**config.mk**
```make
export PLATFORM = sky130hd
export DESIGN_NAME = nmea_sentence_parser_top
export DESIGN_NICKNAME = d
export VERILOG_FILES = /design/src/nmea_pkg.sv /design/src/nmea_div.sv /design/src/nmea_fe.sv /design/src/nmea_q.sv /design/src/nmea_be.sv /design/src/nmea_sentence_parser_top.sv
export SDC_FILE = /design/constraint.sdc
export NUM_CORES = 2
export LEC_CHECK = 0
export ABC_AREA = 1
export ABC_CLOCK_PERIOD_IN_PS = 11000
export BUFFER_PORTS_ARGS = -buffer_cell sky130_fd_sc_hd__buf_4
export CAP_MARGIN = 20
export CORE_AREA = 3 3 513 515
export DETAILED_ROUTE_END_ITERATION = 16
export DIE_AREA = 0 0 516 518
export MAX_ROUTING_LAYER = met4
export PLACE_DENSITY = 0.53
export SLEW_MARGIN = 20
export SYNTH_ARGS = -nofsm -noshare
export SYNTH_HDL_FRONTEND = slang
export SYNTH_HIERARCHICAL = 1
export SYNTH_SLANG_ARGS = --single-unit
```
**constraint.sdc**
```tcl
create_clock -name clk -period 11 [get_ports clk]
set_clock_uncertainty 0.2 [all_clocks]
set_input_delay 2.2 -clock clk [delete_from_list [all_inputs] [get_ports clk]]
set_output_delay 2.2 -clock clk [all_outputs]
set_load 0.02 [all_outputs]
```
**src/nmea_pkg.sv**
```systemverilog
`timescale 1ns / 1ps

package nmea_pkg;

    localparam int OUT_W = 200;

    localparam logic [7:0] CH_NUL    = 8'h00;
    localparam logic [7:0] CH_TAB    = 8'h09;
    localparam logic [7:0] CH_LF     = 8'h0A;
    localparam logic [7:0] CH_VT     = 8'h0B;
    localparam logic [7:0] CH_FF     = 8'h0C;
    localparam logic [7:0] CH_CR     = 8'h0D;
    localparam logic [7:0] CH_SPACE  = 8'h20;
    localparam logic [7:0] CH_DOLLAR = 8'h24;
    localparam logic [7:0] CH_STAR   = 8'h2A;
    localparam logic [7:0] CH_PLUS   = 8'h2B;
    localparam logic [7:0] CH_COMMA  = 8'h2C;
    localparam logic [7:0] CH_MINUS  = 8'h2D;
    localparam logic [7:0] CH_DOT    = 8'h2E;
    localparam logic [7:0] CH_0      = 8'h30;
    localparam logic [7:0] CH_9      = 8'h39;
    localparam logic [7:0] CH_A      = 8'h41;
    localparam logic [7:0] CH_F      = 8'h46;
    localparam logic [7:0] CH_S      = 8'h53;
    localparam logic [7:0] CH_W      = 8'h57;
    localparam logic [7:0] CH_LA     = 8'h61;
    localparam logic [7:0] CH_LF_HEX = 8'h66;

    localparam logic [39:0] NAME_GPRMC = "GPRMC";
    localparam logic [39:0] NAME_GNRMC = "GNRMC";
    localparam logic [39:0] NAME_GPGGA = "GPGGA";
    localparam logic [39:0] NAME_GNGGA = "GNGGA";

    localparam logic [1:0] KIND_RMC   = 2'd0;
    localparam logic [1:0] KIND_GGA   = 2'd1;
    localparam logic [1:0] KIND_OTHER = 2'd2;

    typedef enum logic [1:0] {
        CMD_CHAR,
        CMD_DOLLAR,
        CMD_SEP
    } cmd_t;

    typedef struct packed {
        cmd_t       cmd;
        logic       is_cs;
        logic [7:0] term_no;
        logic [7:0] parity;
    } q_ctrl_t;

    typedef enum logic [1:0] {
        OP_NONE,
        OP_DEC,
        OP_DEG,
        OP_INT
    } op_t;

    typedef enum logic [2:0] {
        F_TIME,
        F_LAT,
        F_LON,
        F_SPEED,
        F_CTA,
        F_DATE
    } field_t;

    typedef enum logic [1:0] {
        DIV_100,
        DIV_3,
        DIV_1000
    } div_sel_t;

    typedef enum logic [3:0] {
        B_IDLE,
        B_DISP,
        B_WS,
        B_DIG,
        B_POST,
        B_FRAC1,
        B_FRAC2,
        B_DFRAC,
        B_DSTART,
        B_DWAIT,
        B_TM,
        B_WB,
        B_OUT
    } be_state_t;

    function automatic logic [9:0] divisor(input div_sel_t sel);
        logic [9:0] d;
        case (sel)
            DIV_100:  d = 10'd100;
            DIV_3:    d = 10'd3;
            DIV_1000: d = 10'd1000;
            default:  d = 10'd100;
        endcase
        return d;
    endfunction

    function automatic logic [7:0] hex_val(input logic [7:0] a);
        logic [7:0] v;
        if (a >= CH_A && a <= CH_F)
            v = a - CH_A + 8'd10;
        else if (a >= CH_LA && a <= CH_LF_HEX)
            v = a - CH_LA + 8'd10;
        else
            v = a - CH_0;
        return v;
    endfunction

    // weight of the k-th minute fraction digit, in 1e-7 minute
    function automatic logic [31:0] frac_term(input logic [2:0] k, input logic [3:0] d);
        logic [23:0] w;
        case (k)
            3'd0:    w = 24'd1000000;
            3'd1:    w = 24'd100000;
            3'd2:    w = 24'd10000;
            3'd3:    w = 24'd1000;
            3'd4:    w = 24'd100;
            3'd5:    w = 24'd10;
            3'd6:    w = 24'd1;
            default: w = 24'd0;
        endcase
        return 32'(w * d);
    endfunction

endpackage

```
**src/nmea_div.sv**
```systemverilog
`timescale 1ns / 1ps

module nmea_div
(
    input  logic              clk,
    input  logic              rst_n,
    input  logic              start,
    input  logic [31:0]       dividend,
    input  nmea_pkg::div_sel_t sel,
    output logic              done,
    output logic [31:0]       quot,
    output logic [9:0]        rem
);

    logic [31:0]        x_reg, x_next;
    logic [63:0]        prod_reg, prod_next;
    nmea_pkg::div_sel_t sel_reg, sel_next;
    logic               s1_reg, s1_next;
    logic               done_reg, done_next;
    logic [31:0]        q_reg, q_next;
    logic [9:0]         r_reg, r_next;
    logic [31:0]        magic;
    logic [5:0]         shamt;
    logic [31:0]        q_calc;
    logic [31:0]        back;

    // reciprocal constants, exact for every 32-bit dividend
    always_comb
    begin
        case (sel)
            nmea_pkg::DIV_100:  magic = 32'h51EB851F;
            nmea_pkg::DIV_3:    magic = 32'hAAAAAAAB;
            nmea_pkg::DIV_1000: magic = 32'h10624DD3;
            default:            magic = 32'h51EB851F;
        endcase
    end

    always_comb
    begin
        case (sel_reg)
            nmea_pkg::DIV_100:  shamt = 6'd37;
            nmea_pkg::DIV_3:    shamt = 6'd33;
            nmea_pkg::DIV_1000: shamt = 6'd38;
            default:            shamt = 6'd37;
        endcase
    end

    assign q_calc = 32'(prod_reg >> shamt);
    assign back   = 32'(q_calc * {22'd0, nmea_pkg::divisor(sel_reg)});

    always_comb
    begin
        x_next    = x_reg;
        prod_next = prod_reg;
        sel_next  = sel_reg;
        q_next    = q_reg;
        r_next    = r_reg;
        s1_next   = start;
        done_next = s1_reg;
        if (start)
        begin
            // stage one: multiply by the reciprocal
            x_next    = dividend;
            prod_next = {32'd0, dividend} * {32'd0, magic};
            sel_next  = sel;
        end
        if (s1_reg)
        begin
            // stage two: shift out the quotient, take the remainder
            q_next = q_calc;
            r_next = 10'(x_reg - back);
        end
    end

    always_ff @(posedge clk or negedge rst_n)
    begin
        if (!rst_n)
        begin
            s1_reg   <= 1'b0;
            done_reg <= 1'b0;
        end
        else
        begin
            s1_reg   <= s1_next;
            done_reg <= done_next;
        end
    end

    always_ff @(posedge clk)
    begin
        x_reg    <= x_next;
        prod_reg <= prod_next;
        sel_reg  <= sel_next;
        q_reg    <= q_next;
        r_reg    <= r_next;
    end

    assign done = done_reg;
    assign quot = q_reg;
    assign rem  = r_reg;

endmodule

```
**src/nmea_fe.sv**
```systemverilog
`timescale 1ns / 1ps

module nmea_fe
#(
    parameter int MAXL = 15
)
(
    input  logic                  clk,
    input  logic                  rst_n,
    input  logic                  s_tvalid,
    output logic                  s_tready,
    input  logic [7:0]            s_tdata,   // [7:0] char_in
    input  logic                  q_full,
    output logic                  push,
    output nmea_pkg::q_ctrl_t     push_ctrl,
    output logic [MAXL*8-1:0]     push_text
);

    localparam int IW = $clog2(MAXL);

    logic [7:0]    tbuf_reg [MAXL];
    logic [7:0]    tbuf_next [MAXL];
    logic [IW-1:0] offset_reg, offset_next;
    logic [7:0]    term_no_reg, term_no_next;
    logic [7:0]    parity_reg, parity_next;
    logic          in_cs_reg, in_cs_next;
    logic          accept;
    logic [7:0]    c;
    logic          is_sep;

    assign accept   = s_tvalid && !q_full;
    assign s_tready = !q_full;
    assign push     = accept;
    assign c        = s_tdata;
    assign is_sep   = (c == nmea_pkg::CH_COMMA) || (c == nmea_pkg::CH_CR) ||
                      (c == nmea_pkg::CH_LF) || (c == nmea_pkg::CH_STAR);

    always_comb
    begin
        tbuf_next    = tbuf_reg;
        offset_next  = offset_reg;
        term_no_next = term_no_reg;
        parity_next  = parity_reg;
        in_cs_next   = in_cs_reg;
        push_ctrl.cmd     = nmea_pkg::CMD_CHAR;
        push_ctrl.is_cs   = in_cs_reg;
        push_ctrl.term_no = term_no_reg;
        if (accept)
        begin
            if (is_sep)
            begin
                push_ctrl.cmd = nmea_pkg::CMD_SEP;
                if (c == nmea_pkg::CH_COMMA)
                    parity_next = parity_reg ^ nmea_pkg::CH_COMMA;
                // terminate the term text
                tbuf_next[offset_reg] = nmea_pkg::CH_NUL;
                term_no_next = term_no_reg + 8'd1;
                offset_next  = '0;
                in_cs_next   = (c == nmea_pkg::CH_STAR);
            end
            else if (c == nmea_pkg::CH_DOLLAR)
            begin
                push_ctrl.cmd = nmea_pkg::CMD_DOLLAR;
                term_no_next = '0;
                offset_next  = '0;
                parity_next  = '0;
                in_cs_next   = 1'b0;
            end
            else
            begin
                // drop characters that would fill the last slot, which is kept for the terminator
                if (offset_reg < IW'(MAXL - 1))
                begin
                    tbuf_next[offset_reg] = c;
                    offset_next = offset_reg + 1'b1;
                end
                if (!in_cs_reg)
                    parity_next = parity_reg ^ c;
            end
        end
        push_ctrl.parity = parity_next;
    end

    always_comb
    begin
        for (int i = 0; i < MAXL; i++)
            push_text[i*8 +: 8] = tbuf_next[i];
    end

    always_ff @(posedge clk or negedge rst_n)
    begin
        if (!rst_n)
        begin
            for (int i = 0; i < MAXL; i++)
                tbuf_reg[i] <= '0;
            offset_reg  <= '0;
            term_no_reg <= '0;
            parity_reg  <= '0;
            in_cs_reg   <= 1'b0;
        end
        else
        begin
            tbuf_reg    <= tbuf_next;
            offset_reg  <= offset_next;
            term_no_reg <= term_no_next;
            parity_reg  <= parity_next;
            in_cs_reg   <= in_cs_next;
        end
    end

endmodule

```
**src/nmea_q.sv**
```systemverilog
`timescale 1ns / 1ps

module nmea_q
#(
    parameter int W = 8
)
(
    input  logic         clk,
    input  logic         rst_n,
    input  logic         push,
    input  logic [W-1:0] push_data,
    input  logic         pop,
    output logic [W-1:0] pop_data,
    output logic         full,
    output logic         valid
);

    logic [W-1:0] mem_reg [2];
    logic         wp_reg, wp_next;
    logic         rp_reg, rp_next;
    logic [1:0]   cnt_reg, cnt_next;
    logic         do_push;
    logic         do_pop;

    assign full     = (cnt_reg == 2'd2);
    assign valid    = (cnt_reg != 2'd0);
    assign do_push  = push && !full;
    assign do_pop   = pop && valid;
    assign pop_data = mem_reg[rp_reg];

    always_comb
    begin
        wp_next  = do_push ? !wp_reg : wp_reg;
        rp_next  = do_pop ? !rp_reg : rp_reg;
        cnt_next = cnt_reg + {1'b0, do_push} - {1'b0, do_pop};
    end

    always_ff @(posedge clk or negedge rst_n)
    begin
        if (!rst_n)
        begin
            wp_reg  <= 1'b0;
            rp_reg  <= 1'b0;
            cnt_reg <= '0;
        end
        else
        begin
            wp_reg  <= wp_next;
            rp_reg  <= rp_next;
            cnt_reg <= cnt_next;
        end
    end

    always_ff @(posedge clk)
    begin
        if (do_push)
            mem_reg[wp_reg] <= push_data;
    end

endmodule

```
**src/nmea_be.sv**
```systemverilog
`timescale 1ns / 1ps

module nmea_be
#(
    parameter int MAXL = 15
)
(
    input  logic                       clk,
    input  logic                       rst_n,
    input  logic                       q_valid,
    output logic                       q_pop,
    input  nmea_pkg::q_ctrl_t          q_ctrl,
    input  logic [MAXL*8-1:0]          q_text,
    output logic                       m_tvalid,
    input  logic                       m_tready,
    output logic [nmea_pkg::OUT_W-1:0] m_tdata
);

    localparam int IW = $clog2(MAXL);
    localparam int PW = $clog2(MAXL + 1);

    nmea_pkg::be_state_t state_reg, state_next;
    nmea_pkg::q_ctrl_t   ctrl_reg, ctrl_next;
    logic [7:0]          bbuf_reg [MAXL];
    logic [7:0]          bbuf_next [MAXL];
    nmea_pkg::op_t       op_reg, op_next;
    nmea_pkg::field_t    fld_reg, fld_next;
    nmea_pkg::div_sel_t  dph_reg, dph_next;
    logic [PW-1:0]       pos_reg, pos_next;
    logic [31:0]         acc_reg, acc_next;
    logic [31:0]         ret_reg, ret_next;
    logic [31:0]         fsum_reg, fsum_next;
    logic [31:0]         hi_reg, hi_next;
    logic [31:0]         tm_reg, tm_next;
    logic [31:0]         dvd_reg, dvd_next;
    logic [2:0]          k_reg, k_next;
    logic                negt_reg, negt_next;
    logic                negd_reg, negd_next;
    logic                skip_reg, skip_next;
    logic                ok_reg, ok_next;
    logic                bad_reg, bad_next;
    logic [1:0]          kind_reg, kind_next;
    logic                fix_reg, fix_next;
    logic [1:0]          hem_reg, hem_next;
    logic [31:0]         field_reg [6];
    logic [31:0]         field_next [6];
    logic                out_valid_reg, out_valid_next;
    logic [nmea_pkg::OUT_W-1:0] out_data_reg, out_data_next;

    logic [7:0]  cur;
    logic [3:0]  dig;
    logic        is_dig;
    logic        is_ws;
    logic        is_sign;
    logic        out_free;
    logic        div_start;
    logic        div_done;
    logic [31:0] div_quot;
    logic [9:0]  div_rem;
    logic [7:0]  hv0;
    logic [7:0]  cs_sum;
    logic [39:0] name5;

    nmea_pkg::op_t    dec_op;
    nmea_pkg::field_t dec_fld;
    logic             dec_fix_wr;
    logic             dec_fix_val;
    logic             dec_hs_wr;
    logic             dec_hw_wr;

    nmea_div u_div
    (
        .clk      (clk),
        .rst_n    (rst_n),
        .start    (div_start),
        .dividend (dvd_reg),
        .sel      (dph_reg),
        .done     (div_done),
        .quot     (div_quot),
        .rem      (div_rem)
    );

    assign cur     = (pos_reg < PW'(MAXL)) ? bbuf_reg[pos_reg[IW-1:0]] : nmea_pkg::CH_NUL;
    assign dig     = cur[3:0];
    assign is_dig  = (cur >= nmea_pkg::CH_0) && (cur <= nmea_pkg::CH_9);
    assign is_ws   = (cur == nmea_pkg::CH_SPACE) || (cur == nmea_pkg::CH_TAB) ||
                     (cur == nmea_pkg::CH_VT) || (cur == nmea_pkg::CH_FF) ||
                     (cur == nmea_pkg::CH_CR) || (cur == nmea_pkg::CH_LF);
    assign is_sign = (cur == nmea_pkg::CH_PLUS) || (cur == nmea_pkg::CH_MINUS);
    assign out_free  = !out_valid_reg || m_tready;
    assign div_start = (state_reg == nmea_pkg::B_DSTART);
    assign q_pop     = (state_reg == nmea_pkg::B_IDLE) && q_valid;
    assign hv0       = nmea_pkg::hex_val(bbuf_reg[0]);
    assign cs_sum    = {hv0[3:0], 4'b0000} + nmea_pkg::hex_val(bbuf_reg[1]);
    assign name5     = {bbuf_reg[0], bbuf_reg[1], bbuf_reg[2], bbuf_reg[3], bbuf_reg[4]};

    // term decode for data terms of RMC and GGA sentences
    always_comb
    begin
        dec_op      = nmea_pkg::OP_NONE;
        dec_fld     = nmea_pkg::F_TIME;
        dec_fix_wr  = 1'b0;
        dec_fix_val = 1'b0;
        dec_hs_wr   = 1'b0;
        dec_hw_wr   = 1'b0;
        if (ctrl_reg.cmd == nmea_pkg::CMD_SEP && !ctrl_reg.is_cs &&
            ctrl_reg.term_no != 8'd0 && bbuf_reg[0] != nmea_pkg::CH_NUL)
        begin
            if (kind_reg == nmea_pkg::KIND_RMC)
            begin
                case (ctrl_reg.term_no)
                    8'd1: begin dec_op = nmea_pkg::OP_DEC; dec_fld = nmea_pkg::F_TIME; end
                    8'd2:
                    begin
                        dec_fix_wr  = 1'b1;
                        dec_fix_val = (bbuf_reg[0] == nmea_pkg::CH_A);
                    end
                    8'd3: begin dec_op = nmea_pkg::OP_DEG; dec_fld = nmea_pkg::F_LAT; end
                    8'd4: dec_hs_wr = 1'b1;
                    8'd5: begin dec_op = nmea_pkg::OP_DEG; dec_fld = nmea_pkg::F_LON; end
                    8'd6: dec_hw_wr = 1'b1;
                    8'd7: begin dec_op = nmea_pkg::OP_DEC; dec_fld = nmea_pkg::F_SPEED; end
                    8'd8: begin dec_op = nmea_pkg::OP_DEC; dec_fld = nmea_pkg::F_CTA; end
                    8'd9: begin dec_op = nmea_pkg::OP_INT; dec_fld = nmea_pkg::F_DATE; end
                    default: dec_op = nmea_pkg::OP_NONE;
                endcase
            end
            else if (kind_reg == nmea_pkg::KIND_GGA)
            begin
                case (ctrl_reg.term_no)
                    8'd1: begin dec_op = nmea_pkg::OP_DEC; dec_fld = nmea_pkg::F_TIME; end
                    8'd2: begin dec_op = nmea_pkg::OP_DEG; dec_fld = nmea_pkg::F_LAT; end
                    8'd3: dec_hs_wr = 1'b1;
                    8'd4: begin dec_op = nmea_pkg::OP_DEG; dec_fld = nmea_pkg::F_LON; end
                    8'd5: dec_hw_wr = 1'b1;
                    8'd6:
                    begin
                        dec_fix_wr  = 1'b1;
                        dec_fix_val = (bbuf_reg[0] > nmea_pkg::CH_0);
                    end
                    8'd9: begin dec_op = nmea_pkg::OP_DEC; dec_fld = nmea_pkg::F_CTA; end
                    default: dec_op = nmea_pkg::OP_NONE;
                endcase
            end
        end
    end

    // next state
    always_comb
    begin
        state_next = state_reg;
        case (state_reg)
            nmea_pkg::B_IDLE:
                if (q_valid)
                    state_next = nmea_pkg::B_DISP;
            nmea_pkg::B_DISP:
                state_next = (dec_op == nmea_pkg::OP_NONE) ? nmea_pkg::B_OUT : nmea_pkg::B_WS;
            nmea_pkg::B_WS:
                if (!is_ws)
                    state_next = nmea_pkg::B_DIG;
            nmea_pkg::B_DIG:
                if (!is_dig)
                    state_next = nmea_pkg::B_POST;
            nmea_pkg::B_POST:
            begin
                case (op_reg)
                    nmea_pkg::OP_DEC:
                        state_next = (!skip_reg && cur == nmea_pkg::CH_DOT) ?
                                     nmea_pkg::B_FRAC1 : nmea_pkg::B_WB;
                    nmea_pkg::OP_DEG:
                        state_next = (!skip_reg && cur == nmea_pkg::CH_DOT) ?
                                     nmea_pkg::B_DFRAC : nmea_pkg::B_DSTART;
                    default:
                        state_next = nmea_pkg::B_WB;
                endcase
            end
            nmea_pkg::B_FRAC1:
                state_next = is_dig ? nmea_pkg::B_FRAC2 : nmea_pkg::B_WB;
            nmea_pkg::B_FRAC2:
                state_next = nmea_pkg::B_WB;
            nmea_pkg::B_DFRAC:
                if (!is_dig)
                    state_next = nmea_pkg::B_DSTART;
            nmea_pkg::B_DSTART:
                state_next = nmea_pkg::B_DWAIT;
            nmea_pkg::B_DWAIT:
            begin
                if (div_done)
                begin
                    case (dph_reg)
                        nmea_pkg::DIV_100: state_next = nmea_pkg::B_TM;
                        nmea_pkg::DIV_3:   state_next = nmea_pkg::B_DSTART;
                        default:           state_next = nmea_pkg::B_WB;
                    endcase
                end
            end
            nmea_pkg::B_TM:
                state_next = nmea_pkg::B_DSTART;
            nmea_pkg::B_WB:
                state_next = nmea_pkg::B_OUT;
            nmea_pkg::B_OUT:
                if (out_free)
                    state_next = nmea_pkg::B_IDLE;
            default:
                state_next = nmea_pkg::B_IDLE;
        endcase
    end

    // datapath
    always_comb
    begin
        ctrl_next  = ctrl_reg;
        bbuf_next  = bbuf_reg;
        op_next    = op_reg;
        fld_next   = fld_reg;
        dph_next   = dph_reg;
        pos_next   = pos_reg;
        acc_next   = acc_reg;
        ret_next   = ret_reg;
        fsum_next  = fsum_reg;
        hi_next    = hi_reg;
        tm_next    = tm_reg;
        dvd_next   = dvd_reg;
        k_next     = k_reg;
        negt_next  = negt_reg;
        negd_next  = negd_reg;
        skip_next  = skip_reg;
        ok_next    = ok_reg;
        bad_next   = bad_reg;
        kind_next  = kind_reg;
        fix_next   = fix_reg;
        hem_next   = hem_reg;
        field_next = field_reg;
        out_valid_next = out_valid_reg;
        out_data_next  = out_data_reg;
        if (out_valid_reg && m_tready)
            out_valid_next = 1'b0;
        case (state_reg)
            nmea_pkg::B_IDLE:
            begin
                if (q_valid)
                begin
                    ctrl_next = q_ctrl;
                    for (int i = 0; i < MAXL; i++)
                        bbuf_next[i] = q_text[i*8 +: 8];
                end
            end
            nmea_pkg::B_DISP:
            begin
                ok_next  = 1'b0;
                bad_next = 1'b0;
                op_next  = dec_op;
                fld_next = dec_fld;
                if (ctrl_reg.cmd == nmea_pkg::CMD_DOLLAR)
                begin
                    kind_next = nmea_pkg::KIND_OTHER;
                    fix_next  = 1'b0;
                end
                else if (ctrl_reg.cmd == nmea_pkg::CMD_SEP)
                begin
                    if (ctrl_reg.is_cs)
                    begin
                        ok_next  = (cs_sum == ctrl_reg.parity);
                        bad_next = (cs_sum != ctrl_reg.parity);
                    end
                    else if (ctrl_reg.term_no == 8'd0)
                    begin
                        if (bbuf_reg[5] == nmea_pkg::CH_NUL &&
                            (name5 == nmea_pkg::NAME_GPRMC || name5 == nmea_pkg::NAME_GNRMC))
                            kind_next = nmea_pkg::KIND_RMC;
                        else if (bbuf_reg[5] == nmea_pkg::CH_NUL &&
                            (name5 == nmea_pkg::NAME_GPGGA || name5 == nmea_pkg::NAME_GNGGA))
                            kind_next = nmea_pkg::KIND_GGA;
                        else
                            kind_next = nmea_pkg::KIND_OTHER;
                    end
                end
                if (dec_fix_wr)
                    fix_next = dec_fix_val;
                if (dec_hs_wr)
                    hem_next[0] = (bbuf_reg[0] == nmea_pkg::CH_S);
                if (dec_hw_wr)
                    hem_next[1] = (bbuf_reg[0] == nmea_pkg::CH_W);
                // a leading minus on a decimal term is taken off before the integer read
                negd_next = (dec_op == nmea_pkg::OP_DEC) && (bbuf_reg[0] == nmea_pkg::CH_MINUS);
                pos_next  = ((dec_op == nmea_pkg::OP_DEC) &&
                             (bbuf_reg[0] == nmea_pkg::CH_MINUS)) ? PW'(1) : '0;
                acc_next  = '0;
                negt_next = 1'b0;
                skip_next = 1'b0;
            end
            nmea_pkg::B_WS:
            begin
                if (is_ws)
                begin
                    pos_next  = PW'(pos_reg + 1'b1);
                    skip_next = 1'b1;
                end
                else if (is_sign)
                begin
                    negt_next = (cur == nmea_pkg::CH_MINUS);
                    pos_next  = PW'(pos_reg + 1'b1);
                    skip_next = 1'b1;
                end
            end
            nmea_pkg::B_DIG:
            begin
                if (is_dig)
                begin
                    acc_next = {acc_reg[28:0], 3'b000} + {acc_reg[30:0], 1'b0} + 32'(dig);
                    pos_next = PW'(pos_reg + 1'b1);
                end
                else if (negt_reg)
                    acc_next = 32'd0 - acc_reg;
            end
            nmea_pkg::B_POST:
            begin
                fsum_next = '0;
                k_next    = '0;
                dvd_next  = acc_reg;
                dph_next  = nmea_pkg::DIV_100;
                case (op_reg)
                    nmea_pkg::OP_DEC: ret_next = 32'(acc_reg * 32'd100);
                    default:          ret_next = acc_reg;
                endcase
                if (!skip_reg && cur == nmea_pkg::CH_DOT)
                    pos_next = PW'(pos_reg + 1'b1);
            end
            nmea_pkg::B_FRAC1:
            begin
                if (is_dig)
                begin
                    ret_next = ret_reg + {dig, 3'b000} + {3'b000, dig, 1'b0};
                    pos_next = PW'(pos_reg + 1'b1);
                end
            end
            nmea_pkg::B_FRAC2:
            begin
                if (is_dig)
                    ret_next = ret_reg + 32'(dig);
            end
            nmea_pkg::B_DFRAC:
            begin
                if (is_dig)
                begin
                    fsum_next = fsum_reg + nmea_pkg::frac_term(k_reg, dig);
                    if (k_reg != 3'd7)
                        k_next = k_reg + 3'd1;
                    pos_next = PW'(pos_reg + 1'b1);
                end
            end
            nmea_pkg::B_DWAIT:
            begin
                if (div_done)
                begin
                    case (dph_reg)
                        nmea_pkg::DIV_100:
                        begin
                            hi_next = div_quot;
                            tm_next = 32'(div_rem * 32'd10000000) + fsum_reg;
                        end
                        nmea_pkg::DIV_3:
                        begin
                            dvd_next = div_quot;
                            dph_next = nmea_pkg::DIV_1000;
                        end
                        default:
                        begin
                            ret_next  = 32'(hi_reg * 32'd1000000) + div_quot;
                            negd_next = 1'b0;
                        end
                    endcase
                end
            end
            nmea_pkg::B_TM:
            begin
                dvd_next = {tm_reg[29:0], 2'b00} + tm_reg + 32'd1;
                dph_next = nmea_pkg::DIV_3;
            end
            nmea_pkg::B_WB:
                field_next[fld_reg] = negd_reg ? (32'd0 - ret_reg) : ret_reg;
            nmea_pkg::B_OUT:
            begin
                if (out_free)
                begin
                    out_valid_next = 1'b1;
                    out_data_next  = {1'b0, field_reg[nmea_pkg::F_DATE],
                                      field_reg[nmea_pkg::F_CTA], field_reg[nmea_pkg::F_SPEED],
                                      hem_reg[1], hem_reg[0],
                                      field_reg[nmea_pkg::F_LON], field_reg[nmea_pkg::F_LAT],
                                      field_reg[nmea_pkg::F_TIME], fix_reg, kind_reg,
                                      bad_reg, ok_reg};
                end
            end
            default:
                ok_next = ok_reg;
        endcase
    end

    always_ff @(posedge clk or negedge rst_n)
    begin
        if (!rst_n)
        begin
            state_reg     <= nmea_pkg::B_IDLE;
            ok_reg        <= 1'b0;
            bad_reg       <= 1'b0;
            kind_reg      <= nmea_pkg::KIND_OTHER;
            fix_reg       <= 1'b0;
            hem_reg       <= '0;
            for (int i = 0; i < 6; i++)
                field_reg[i] <= '0;
            out_valid_reg <= 1'b0;
        end
        else
        begin
            state_reg     <= state_next;
            ok_reg        <= ok_next;
            bad_reg       <= bad_next;
            kind_reg      <= kind_next;
            fix_reg       <= fix_next;
            hem_reg       <= hem_next;
            field_reg     <= field_next;
            out_valid_reg <= out_valid_next;
        end
    end

    always_ff @(posedge clk)
    begin
        ctrl_reg     <= ctrl_next;
        bbuf_reg     <= bbuf_next;
        op_reg       <= op_next;
        fld_reg      <= fld_next;
        dph_reg      <= dph_next;
        pos_reg      <= pos_next;
        acc_reg      <= acc_next;
        ret_reg      <= ret_next;
        fsum_reg     <= fsum_next;
        hi_reg       <= hi_next;
        tm_reg       <= tm_next;
        dvd_reg      <= dvd_next;
        k_reg        <= k_next;
        negt_reg     <= negt_next;
        negd_reg     <= negd_next;
        skip_reg     <= skip_next;
        out_data_reg <= out_data_next;
    end

    assign m_tvalid = out_valid_reg;
    assign m_tdata  = out_data_reg;

    a_out_load: assert property (@(posedge clk) disable iff (!rst_n)
        (state_reg == nmea_pkg::B_OUT && out_free) |=> out_valid_reg)
        else $error("result not loaded into output register");

    a_ok_bad: assert property (@(posedge clk) disable iff (!rst_n)
        !(ok_reg && bad_reg))
        else $error("checksum pass and fail together");

    a_div_wait: assert property (@(posedge clk) disable iff (!rst_n)
        div_done |-> (state_reg == nmea_pkg::B_DWAIT))
        else $error("divider finished outside wait state");

    a_pop_valid: assert property (@(posedge clk) disable iff (!rst_n)
        q_pop |=> (state_reg == nmea_pkg::B_DISP))
        else $error("popped item not dispatched");

endmodule

```
**src/nmea_sentence_parser_top.sv**
```systemverilog
`timescale 1ns / 1ps

// NMEA 0183 RMC/GGA parser: one character per item in, one result item out for
// every character. The front end buffers term text and keeps the checksum parity;
// a two-item queue feeds a back-end sequencer that converts terms. Plain characters
// and separators that convert nothing pass through the back end's pop, dispatch and
// output load steps; a decimal or date term also walks the buffer one character a
// cycle; a latitude or longitude term adds three constant divisions, each done by a
// two-stage reciprocal multiply. A stalled result holds the back end in its output step.
module nmea_sentence_parser_top
#(
    parameter int MAX_TERM_LEN = 15
)
(
    input  logic         clk,
    input  logic         rst_n,
    input  logic         s_tvalid,
    output logic         s_tready,
    input  logic [7:0]   s_tdata,   // [7:0] char_in
    output logic         m_tvalid,
    input  logic         m_tready,
    // [0] sentence_ok, [1] checksum_bad, [3:2] sentence_kind, [4] has_fix,
    // [36:5] time_centi, [68:37] latitude_micro, [100:69] longitude_micro,
    // [101] lat_south, [102] lon_west, [134:103] speed_centi,
    // [166:135] course_or_altitude_centi, [198:167] date_value, [199] zero
    output logic [199:0] m_tdata
);

    localparam int QW = $bits(nmea_pkg::q_ctrl_t) + MAX_TERM_LEN * 8;

    logic                      q_full;
    logic                      q_push;
    logic                      q_pop;
    logic                      q_valid;
    nmea_pkg::q_ctrl_t         push_ctrl;
    nmea_pkg::q_ctrl_t         pop_ctrl;
    logic [MAX_TERM_LEN*8-1:0] push_text;
    logic [MAX_TERM_LEN*8-1:0] pop_text;
    logic [QW-1:0]             pop_data;

    nmea_fe #(.MAXL(MAX_TERM_LEN)) u_fe
    (
        .clk       (clk),
        .rst_n     (rst_n),
        .s_tvalid  (s_tvalid),
        .s_tready  (s_tready),
        .s_tdata   (s_tdata),
        .q_full    (q_full),
        .push      (q_push),
        .push_ctrl (push_ctrl),
        .push_text (push_text)
    );

    nmea_q #(.W(QW)) u_q
    (
        .clk       (clk),
        .rst_n     (rst_n),
        .push      (q_push),
        .push_data ({push_ctrl, push_text}),
        .pop       (q_pop),
        .pop_data  (pop_data),
        .full      (q_full),
        .valid     (q_valid)
    );

    assign pop_ctrl = pop_data[QW-1 -: $bits(nmea_pkg::q_ctrl_t)];
    assign pop_text = pop_data[MAX_TERM_LEN*8-1:0];

    nmea_be #(.MAXL(MAX_TERM_LEN)) u_be
    (
        .clk      (clk),
        .rst_n    (rst_n),
        .q_valid  (q_valid),
        .q_pop    (q_pop),
        .q_ctrl   (pop_ctrl),
        .q_text   (pop_text),
        .m_tvalid (m_tvalid),
        .m_tready (m_tready),
        .m_tdata  (m_tdata)
    );

endmodule

```
# After elaboration in Yosys (flattened, before gate mapping)
# Memories as Yosys holds them, arrays and structs flattened. A register that Yosys moved wholly into a read port is not among the register bits.
# Index checks and enable logic that the tools add are counted.
# Widths: inputs -> output; s select.
# word_totals
ramBits	278
regBits	877
elab_cells	421
memories	1
output_inout_bits	202
# mem_list
name	depth	word_bits	read_ports	rd_clocked_by_memory_dff	wr	line_no	rtl
u_q.mem_reg	2	139	1	1	1	nmea_q.sv:18	logic [W-1:0] mem_reg [2];
# classes
bitwise_logic	7
reduce_logical	84
eq_ne	81
magnitude_cmp	18
n_shift	1
mux	135
multipliers	6
n_addsub	30
# op_table
operator	count
$mux 120	4
$mux 32	12
$bwmux 192	1
$pmux 32 s2	3
$eq 40x39->1 const B	4
$pmux 20 s7	1
$add 32x32->32	4
$pmux 32 s4	1
$and 120x120->120	1
$bwmux 120	1
$not 120->120	1
$demux 32 s3	1
$mux 8	12
$pmux 32 s3	1
$mux 4	19
$eq 8x4->1 const B	9
$add 32x4->32	2
$eq 8x6->1 const B	8
$mul 32x32->64	1
$shr 64x6->32	1
$sub 1x32->32 const A	2
$pmux 4 s13	1
$mux 24	2
$mux 1	42
86 further kinds	228

# Logic depth before layout (Yosys ltp)
# depth
depth_word	13
ltp_mapped	35
mapped_depth_nobuf	35

# Modules after synthesis
# Netlist, hierarchy kept.
# by_module_without_submodules
mod	seq_area_each_um2	cells_each	area_per_inst_um2	n_inst
nmea_be	21351.7	5696	50832.5	1
nmea_div	2602.5	3924	34070.2	1
nmea_q	8448.1	759	10372.4	1
nmea_fe	3528.4	1147	7960.1	1

# Worst setup path before layout
# Ideal clock, no wire load.
# synth_path
path_type	input port to flip-flop
startpoint	input m_tready
endpoint	register u_be.out_data_reg (netlist bit u_be/m_tdata[0]) (enable)
t_required_ns	10.039
stages	2
path_buffers	0
setup_time_ns	0.761
setup_slack_ns	-0.413
arrival_ns	10.452
cell_sequence	nor2_1 > nor2_1
# synth_via
elab_chain_cells	2
# synth_rtl
item	line_no	rtl
start: declaration	nmea_sentence_parser_top.sv:21	input logic m_tready,
$logic_or 1x1->1	nmea_be.sv:90	assign out_free = !out_valid_reg || m_tready;
$reduce_and 2->1 (no line)	--	
end signal: assignment	nmea_be.sv:445	out_data_reg <= out_data_next;
end: declaration	nmea_be.sv:48	logic [nmea_pkg::OUT_W-1:0] out_data_reg, out_data_next;
# No other way between the ends.
# A chain may end at the register's enable or synchronous reset.

# Worst setup path in the final report
# layout_path
startpoint	register u_be.dph_reg[1]
endpoint	register u_be.u_div.prod_reg[50] (data pin)
# layout_via
elab_chain_cells	3
# layout_rtl
item	line_no	rtl
start: declaration	nmea_be.sv:28	nmea_pkg::div_sel_t dph_reg, dph_next;
start signal: assignment	nmea_be.sv:433	dph_reg <= dph_next;
$eq 2x2->1 / $eq 2x1->1 (equally long branches)	nmea_div.sv:30	case (sel)
$pmux 32 s2 *	nmea_div.sv:30	
$mul 32x32->64 *	nmea_div.sv:64	prod_next = {32'd0, dividend} * {32'd0, magic};
end signal: assignment	nmea_div.sv:92	prod_reg <= prod_next;
end: declaration	nmea_div.sv:16	logic [63:0] prod_reg, prod_next;
# Every way passes the cells marked *; elsewhere a longest branch is shown, timed or not.

==> results.toml <==
[status]
status = "complete, no violations"

[die]
io_pins = 214
die_x_um = 516
die_area_um2 = 267000
fp-row-count = 187
die_h_um = 518
core-area_um2 = 259000
initial_core_util_pct = 39.8

[setup_path]
path_delay_family = "adder cells"
cp-start-kind = "register"
reg2reg_slack_ps = 1730
rr_worst_depth = 33
critPathLaunch = "u_be/dph_reg[1]"
cp.arrival_ps = 9630
crit_top_cell = "inv_1"
r2r-end = "u_be/u_div/prod_reg[50]"
crit_cells = 33
crit_path_max_fanout = 10
r2r_start = "u_be/dph_reg[1]"
end_kind = "register"
crit_path_top_delay_cell = "o21ai_0"
cpPeakStageDelay_ps = 970
criticalPathCategory = "reg -> reg"
required_ps = 11360
crit_buf_inv = 10

[sta]
slew_violations = 0
relSlewSlack_pct = 14.6
period_minus_slack_ps = 9270
tightest_slew_ps = 1270
setup_tns_ps = 0
period_share_pct = 84.3
fmax_mhz = 108
rsz0062_at_grt = "false"
finalHoldViolations = 0
setup_viol = 0

[final_layout]
synthToLayoutAreaGrowth_pct = 9.94
layout-drive-gt1-share_pct = 5.96
layout.nets = 13600
largest_reg_flops = 278

[global_routing]
grt_usage_pct = 26.6
grt_pass1_vias = 78500
grt_pass1_wl_um = 518000
grt_max_degree = 192
antenna_found_initial = 10
overflow = 0

[routing]
drtIter0Drc = 6949
wl_um = 345000
drc_errors = 0
wire_per_inst_um = 22.6
dr.pass1.iters = 6
routed_via_density = 5.08
drtAntennaViolNets = 0
vias = 77600

[cts]
cts_buffers = 140
post_cts_buffers = 0
h-tree-depth = 4
clk-insertion-delay-late_ps = 810
cts_tree = "built"
cts-root-buf = "clkbuf_16"
cts_resized = 0
cts_sinks = 1255
ctsHoldBuffers = 0
path_clk_slew_ps = 90
clockBufferDepth = 3

[synth]
postSynthAreaPerCell_um2 = 8.96
yosysWarnings = 6
synthTopCellsByArea = "edfxtp_1 26%, fa_1 18%, ha_1 11%"
syn-num-nets = 13400
synth_top_area_cell = "edfxtp_1"
ys_async_sr_fraction_pct = 28.0
yosysSeqAreaShare_pct = 34.8
synth.distinct_cells = 69
synth-seq-cells = 1255
synth_edf_count = 904
synth_top_area_share_pct = 26.3
ys.flop_type = "edfxtp_1"
synthCells = 11500
netlist_area_um2 = 103000

[placement]
place_hpwl_um = 278000
port_buffers = 212
place.gp.congestion = 0.975

[worst_hold_path]
worstHoldPathCells = 0
min_to = "u_be/m_tdata[157]"
hold_start = "u_be/field_reg[54]"
min_path_type = "reg -> reg"

[run]
drv_cap = 0
worst max path at each step:
stage	end
after CTS	u_be/u_div/prod_reg[58]
after global placement	u_be/u_div/prod_reg[58]
after global routing	u_be/u_div/prod_reg[50]
final	u_be/u_div/prod_reg[50]
after detailed placement	u_be/u_div/prod_reg[58]
after floorplan	u_q/mem_reg[1][0]
placed cells by master (no fill, tap or decap), types with 17 or more instances in the layout:
master | netlist | final
xor2_1 | 178 | 178
o211ai_1 | 26 | 26
nor2_1 | 710 | 702
fa_1 | 938 | 938
dfrtp_1 | 350 | 348
edfxtp_1 | 904 | 904
inv_1 | 2455 | 2454
nor4_1 | 30 | 29
o21a_1 | 17 | 17
clkbuf_1 | 104 | 32
nand3_1 | 417 | 417
nor3_1 | 117 | 116
clkinv_1 | 11 | 24
o21ai_0 | 446 | 443
a21o_1 | 32 | 32
clkinv_2 | 0 | 18
nand2_1 | 2724 | 2723
a21oi_1 | 474 | 474
ha_1 | 915 | 914
nor2_4 | 19 | 24
clkbuf_16 | 0 | 144
inv_2 | 24 | 22
o21bai_1 | 42 | 42
o21ai_1 | 43 | 46
buf_4 | 13 | 293
nand2_2 | 34 | 35
or2_2 | 40 | 40
nand4_1 | 102 | 102
xnor2_1 | 60 | 60
a31oi_1 | 39 | 39
stage by stage:
step | setup WS, ps | hold slack (ps) | instance area [µm²] | std cells | util (%)
finish | 1730 | 230 | 113000 | 15300 | 43.8
global route | 1480 | 249 | 113000 | 15300 | 43.8
floorplan | 1260 | 219 | 103000 | 11500 | -
global placement | 1860 | 230 | 109000 | 15000 | 42.0
detailed placement | 1940 | 230 | 109000 | 15000 | 42.0
CTS | 1910 | 240 | 113000 | 15300 | 43.8
synthesized netlist by cell type (11+ instances only):
library cell,instances
clkinv_1,11
nor2_2,13
o21ai_1,43
buf_4,13
nand3b_1,12
dfrtp_1,350
o21ai_0,446
fa_1,938
buf_6,24
a21boi_0,16
o21bai_1,42
a31oi_1,39
or2_2,40
inv_1,2455
buf_1,15
buf_2,48
nand3_1,417
edfxtp_1,904
nor2_4,19
nor4_1,30
nor2_1,710
clkbuf_1,104
nand2_2,34
o221ai_1,15
mux2i_1,16
nand2_1,2724
o21a_1,17
ha_1,915
o2111ai_1,12
inv_2,24
nor3_1,117
xnor2_1,60
a21oi_2,11
xor2_1,178
o211ai_1,26
a21oi_1,474
a21o_1,32
nand4_1,102
cells by family after synthesis:
kind of cell / count (synthesis) / synth area share (%)
compound gates: 1211 / 6.50
xor+xnor: 238 / 2.02
fa+ha+maj: 1853 / 29.3
buf+inv: 2700 / 10.1
flops: 1255 / 34.8
mux: 16 / 0.155
other cells: 2 / 0.00727
simple gates: 4251 / 17.1
metal layers:
| metal | vias to the layer above | wire (µm) | global-route usage [%] |
|---|---|---|---|
| met5 | - | 0 | - |
| met4 | 0 | 8000 | 5.77 |
| met3 | 349 | 18700 | 3.14 |
| met2 | 2196 | 158000 | 41.4 |
| met1 | 38300 | 161000 | 37.6 |
| li1 | 36800 | - | - |
layout make-up:
class | count | area [µm²]
tap | 3402 | 4260
sequential | 1255 | 35900
antenna | 5 | 12.5
timing repair buffer | 298 | 2290
clock buffer | 189 | 3900
multi-input combinational | 7571 | 56900
fill | 25600 | 146000
clock inverter | 70 | 782
inverter | 2493 | 9380
Power is left out: the tool's default activity adds up to more than one toggle a clock period on the data nets, which glitch-free logic cannot reach.
